[src/dq_pkg.sv]
package dq_pkg;

  localparam int DEPTH  = 1024;
  localparam int AW     = (DEPTH > 1) ? $clog2(DEPTH) : 1;
  localparam int CW     = $clog2(DEPTH + 1);
  localparam int DATA_W = 32;

  typedef enum logic [2:0] {
    OP_PUSH_FRONT = 3'd0,
    OP_PUSH_BACK  = 3'd1,
    OP_POP_FRONT  = 3'd2,
    OP_POP_BACK   = 3'd3,
    OP_SIZE       = 3'd4,
    OP_EMPTY      = 3'd5,
    OP_PEEK_FRONT = 3'd6,
    OP_PEEK_BACK  = 3'd7
  } op_t;

  typedef enum logic [1:0] {
    ST_OK    = 2'd0,
    ST_EMPTY = 2'd1,
    ST_FULL  = 2'd2
  } status_t;

  // memory request for one operation
  typedef struct packed {
    logic          en;
    logic          wr;
    logic [AW-1:0] addr;
  } mem_req_t;

  // result fields known before the memory answers
  typedef struct packed {
    logic                     use_mem;
    logic signed [DATA_W-1:0] value;
    status_t                  status;
  } res_meta_t;

  // fold a sum below twice the depth back into the ring
  function automatic logic [AW-1:0] wrap_idx(input logic [AW:0] s);
    logic [AW:0] depth_s;
    depth_s = (AW + 1)'(DEPTH);
    if (s >= depth_s) begin
      wrap_idx = AW'(s - depth_s);
    end else begin
      wrap_idx = AW'(s);
    end
  endfunction

endpackage

[src/dq_ptr.sv]
module dq_ptr (
  input  logic              clk,
  input  logic              rst_n,
  input  logic              accept,
  input  logic [2:0]        opcode,
  output dq_pkg::mem_req_t  mem_req,
  output dq_pkg::res_meta_t meta
);
  import dq_pkg::*;

  logic [AW-1:0] head_r, head_nxt;
  logic [CW-1:0] count_r, count_nxt;
  logic          is_empty, is_full;
  logic [AW-1:0] head_dec, head_inc, tail_wr, tail_rd;
  logic [AW:0]   head_ext, count_ext;

  assign is_empty  = (count_r == '0);
  assign is_full   = (count_r == CW'(DEPTH));
  assign head_ext  = (AW + 1)'(head_r);
  assign count_ext = (AW + 1)'(count_r);
  assign head_dec  = (head_r == '0) ? AW'(DEPTH - 1) : head_r - AW'(1);
  assign head_inc  = (head_r == AW'(DEPTH - 1)) ? '0 : head_r + AW'(1);
  assign tail_wr   = wrap_idx(head_ext + count_ext);
  assign tail_rd   = wrap_idx(head_ext + count_ext - (AW + 1)'(1));

  always_comb begin
    head_nxt     = head_r;
    count_nxt    = count_r;
    mem_req.en   = 1'b0;
    mem_req.wr   = 1'b0;
    mem_req.addr = head_r;
    meta.use_mem = 1'b0;
    meta.value   = '0;
    meta.status  = ST_OK;
    unique case (op_t'(opcode)) inside
      OP_PUSH_FRONT, OP_PUSH_BACK: begin
        if (is_full) begin
          meta.status = ST_FULL;
        end else begin
          mem_req.en = 1'b1;
          mem_req.wr = 1'b1;
          count_nxt  = count_r + CW'(1);
          if (op_t'(opcode) == OP_PUSH_FRONT) begin
            mem_req.addr = head_dec;
            head_nxt     = head_dec;
          end else begin
            mem_req.addr = tail_wr;
          end
        end
      end
      OP_POP_FRONT, OP_PEEK_FRONT, OP_POP_BACK, OP_PEEK_BACK: begin
        if (is_empty) begin
          meta.value  = '1;
          meta.status = ST_EMPTY;
        end else begin
          mem_req.en   = 1'b1;
          meta.use_mem = 1'b1;
          if (op_t'(opcode) == OP_POP_FRONT || op_t'(opcode) == OP_PEEK_FRONT) begin
            mem_req.addr = head_r;
          end else begin
            mem_req.addr = tail_rd;
          end
          if (op_t'(opcode) == OP_POP_FRONT) begin
            head_nxt  = head_inc;
            count_nxt = count_r - CW'(1);
          end else if (op_t'(opcode) == OP_POP_BACK) begin
            count_nxt = count_r - CW'(1);
          end
        end
      end
      OP_SIZE: begin
        meta.value = DATA_W'(count_r);
      end
      default: begin
        meta.value = is_empty ? DATA_W'(1) : '0;
      end
    endcase
    if (!accept) begin
      head_nxt   = head_r;
      count_nxt  = count_r;
      mem_req.en = 1'b0;
    end
  end

  always_ff @(posedge clk) begin
    if (!rst_n) begin
      head_r  <= '0;
      count_r <= '0;
    end else begin
      head_r  <= head_nxt;
      count_r <= count_nxt;
    end
  end

  // count stays within the ring
  a_count_bound: assert property (@(posedge clk) disable iff (!rst_n)
    count_r <= CW'(DEPTH))
    else $error("entry count above depth");

  // a dropped push leaves the pointers alone
  a_full_push_hold: assert property (@(posedge clk) disable iff (!rst_n)
    accept && is_full
      && (op_t'(opcode) == OP_PUSH_FRONT || op_t'(opcode) == OP_PUSH_BACK)
    |=> $stable(count_r) && $stable(head_r))
    else $error("push into full deque changed state");

  // a pop on an empty deque leaves the pointers alone
  a_empty_pop_hold: assert property (@(posedge clk) disable iff (!rst_n)
    accept && is_empty
      && (op_t'(opcode) == OP_POP_FRONT || op_t'(opcode) == OP_POP_BACK)
    |=> $stable(count_r) && $stable(head_r))
    else $error("pop on empty deque changed state");

endmodule

[config.mk]
export PLATFORM = sky130hd
export DESIGN_NAME = dq_ptr
export DESIGN_NICKNAME = d
export VERILOG_FILES = /design/src/dq_pkg.sv /design/src/dq_ptr.sv
export SDC_FILE = /design/constraint.sdc
export NUM_CORES = 1
export LEC_CHECK = 0
export BUFFER_PORTS_ARGS = -buffer_cell sky130_fd_sc_hd__buf_4
export CORE_ASPECT_RATIO = 2
export CORE_MARGIN = 5
export CORE_UTILIZATION = 57
export DETAILED_ROUTE_END_ITERATION = 10
export PLACE_DENSITY = 0.85
export RECOVER_POWER = 25
export SLEW_MARGIN = 20
export SYNTH_ARGS = -nofsm -noshare
export SYNTH_HDL_FRONTEND = slang
export SYNTH_SLANG_ARGS = --single-unit
[constraint.sdc]
create_clock -name clk -period 4.8 [get_ports clk]
set_clock_uncertainty 0.15 [all_clocks]
set_input_delay 0.96 -clock clk [delete_from_list [all_inputs] [get_ports clk]]
set_output_delay 0.96 -clock clk [all_outputs]
set_load 0.005 [all_outputs]
==> results.toml <==
[run_status]
outcome = "finished clean"

[grt]
grt-ovfl-total = 0
grt_max_degree = 46
grt_pass1_wl_um = 13400
antenna_found_initial = 0
grt_usage = 0.263
grt_pass1_vias = 2790

[detailed_routing]
drt_iter0_drc = 153
drtAntennaViolNets = 0
vias_per_cell = 6.58
dr.pass1.iters = 4
drc = 0
vias = 3007
drt_wl_total_um = 8090
wl_per_cell_um = 17.7

[cts]
insertion_delay_ns = 0.26
max-clock-path-buffers = 2
cts_setup_buffers = 0
cts.sinks = 21
ctsHoldBuffers = 0
ctsHtreeMaxLevel = 1
clk_pin_slew_ns = 0.08
cts-root-buf = "clkbuf_8"
cts_tree = "done"
numCtsBuffers = 3
post_cts_resized = 0

[power]
power.density_nw_per_um2 = 303
power_frac_clock = 0.125
p_leak_nw = 1.49
p_comb_frac = 0.638
seq_power_share = 0.237
switchingPower_mw = 0.401
ir_drop_mv = 0.270
intPower_mw = 0.540
swShare = 0.427

[synth]
synth-async-reset-ratio = 0
ys_ff_latch = 21
yosys.area.top_type = "dfxtp_1"
synth-simple-area-share = 0.238
synth_compound_area_frac = 0.277
synth.top_cells.by_count = "nor2_1, a21oi_1, o21ai_0, dfxtp_1, ha_1"
netlist_instances = 386
synth-warning-count = 0
synth_top_family_by_area = "compound AO/OA/AOI/OAI gates"
synthAdderAreaFrac = 0.107
synth_area_leaders = "dfxtp_1, ha_1, xnor2_1"
synth.most_common_cell = "nor2_1"
synth-edff-count = 0
synthFlopType = "dfxtp_1"
syn_area_um2 = 2840
synth-seq-area-share = 0.148
synthXorXnorAreaFrac = 0.0987
synthDistinctLibCells = 58
synth_fp_nets = 415
syn-mean-instance-area_um2 = 7.36
synthMuxAreaShare = 0.0247
synth_top_area_frac = 0.148

[timing]
hold_viol_final = 0
slew_violations = 0
grt_setup_unrepaired = "no"
period_needed_ns = 4.46
period_share = 0.928
fin_ws_ns = 0.345
fmax_mhz = 224
max_slew_margin = 0.365
setup-tns-final_ns = 0
finalSetupViolations = 0
tightest_slew_ns = 0.946

[worst_setup_path]
worst_path_max_delay_cell = "dfxtp_1"
crit_path_max_incr_delay_ns = 0.52
worstPathCellList = "ha_1 > inv_1 > fa_1 > nand2b_1 > a21o_1 > a211oi_2 > nand2b_1 > nor4bb_1 > xnor2_1 > nor2_1 > a311o_1 > buf_4"
endpoint_kind = "output port"
path_buf_inv = 2
critPathLaunchType = "flop"
crit_family = "compound AO/OA/AOI/OAI gates"
worst_ep_required_time_ns = 3.69
critPathMostFrequentCell = "nand2b_1"
cp_max_fo = 11
worstSetupPathType = "flop to output port"
arrival_ns = 3.35

[cells_and_area]
fill_cells = 433
nNetsFinal = 430
diodes = 0
final_layout_size_suffix_gt1_frac = 0.170
area.growth.synth_to_final_pct = 9.52

[floorplanning]
core_area_um2 = 4860
io_pins = 53
die_w_um = 59.9
fp.dieH_um = 110
rows = 36
die_area_um2 = 6580
start_util = 0.584

[placed_design]
io_buffers = 52
hpwl_um = 6380
gp_congestion = 1.02
post-place-ws_ns = 0.578

[worst_hold_path]
hold_path_class = "flop to flop"

[run]
cap_violations = 0
cell families (layout without fill, tap and decap cells):
logic type,Yosys count,count (layout)
multiplexers,7,7
AND/OR/NAND/NOR,129,129
XOR/XNOR,32,32
buffers and inverters,55,69
adder cells (fa/ha/maj),23,23
flip-flops,21,21
AO/OA/AOI/OAI,119,119
worst register-to-register path, stage by stage (launching register included):
cell,delay (ns)
dfxtp_1,0.41
inv_1,0.15
ha_1,0.21
or3b_1,0.46
or4_1,0.55
or4_1,0.59
a21oi_1,0.20
o21ai_0,0.15
a21boi_0,0.21
worst paths after layout:
kind	cells past startpoint	slack, ns	startpoint	endpoint
worst min-delay path	2	0.43	count_ext[8]$_SDFFE_PN0P_	count_ext[8]$_SDFFE_PN0P_
worst max register to register	8	1.65	head_r[1]$_SDFFE_PN0P_	head_r[5]$_SDFFE_PN0P_
worst max-delay path	12	0.34	head_r[0]$_SDFFE_PN0P_	mem_req[8]
worst min register to register	2	0.43	count_ext[8]$_SDFFE_PN0P_	count_ext[8]$_SDFFE_PN0P_
placed cells by master, fill, tap and decap left out, drive strengths merged, types with 3 or more instances in the layout:
cell type / Yosys / layout
mux2i: 7 / 7
xor2: 14 / 14
nand4: 5 / 5
buf: 31 / 55
a2111oi: 4 / 4
nor4: 5 / 5
and3: 5 / 5
nor2b: 9 / 9
or3: 4 / 4
o211a: 4 / 4
clkbuf: 15 / 4
o211ai: 4 / 4
o21ai: 24 / 24
and2: 9 / 9
a211oi: 3 / 3
a22oi: 3 / 3
a21o: 19 / 19
ha: 21 / 21
nor3b: 3 / 3
inv: 9 / 9
nor2: 33 / 33
nor3: 9 / 9
o221ai: 3 / 3
dfxtp: 21 / 21
nand3: 13 / 13
a21oi: 32 / 32
o31ai: 3 / 3
xnor2: 18 / 18
nand2b: 5 / 5
nand2: 20 / 20
a31oi: 5 / 5
per-stage QoR:
| stage | cells | util | cell area [um2] | power, mW | hold slack, ns |
|---|---|---|---|---|---|
| 6_report | 457 | 0.639 | 3110 | 0.941 | 0.431 |
| 5_1_grt | 457 | 0.639 | 3110 | 1.02 | 0.470 |
| 4_1_cts | 457 | 0.639 | 3110 | 0.938 | 0.424 |
| 3_5_place_dp | 453 | 0.629 | 3060 | 0.822 | 0.414 |
| 3_3_place_gp | 453 | 0.629 | 3060 | 0.809 | 0.404 |
| 2_1_floorplan | 386 | - | 2840 | 0.651 | 0.332 |
per-layer routing:
layer,vias to the layer above,track usage,part of all wire
met3,51,0.0282,0.071
met1,1387,0.275,0.35
met2,161,0.467,0.51
met4,0,0.179,0.074
li1,1408,-,-
met5,-,0,0
power groups by stage:
| stage | logic, mW | registers (mW) | clock network (mW) |
|---|---|---|---|
| 6_report | 0.600 | 0.223 | 0.118 |
| 5_1_grt | 0.666 | 0.225 | 0.125 |
| 3_3_place_gp | 0.584 | 0.225 | 0 |
| 2_1_floorplan | 0.441 | 0.210 | 0 |
| 3_5_place_dp | 0.595 | 0.226 | 0 |
| 4_1_cts | 0.598 | 0.222 | 0.119 |
layout make-up:
| class | count | area, um2 | share of cell area |
|---|---|---|---|
| multi-input cells | 310 | 2120 | 0.681 |
| inverters | 9 | 33.8 | 0.0109 |
| flip-flops and latches | 21 | 420 | 0.135 |
| repair buffers | 56 | 420 | 0.135 |
| clock buffers | 3 | 41.3 | 0.0133 |
| well taps | 57 | 71.3 | 0.0229 |
| clock inverters | 1 | 5.00 | 0.00161 |
flip-flops by register name (all words and copies together) (netlist names):
name	flops
head_r	10
count_ext	11
Power figures use the tool's default switching activity.
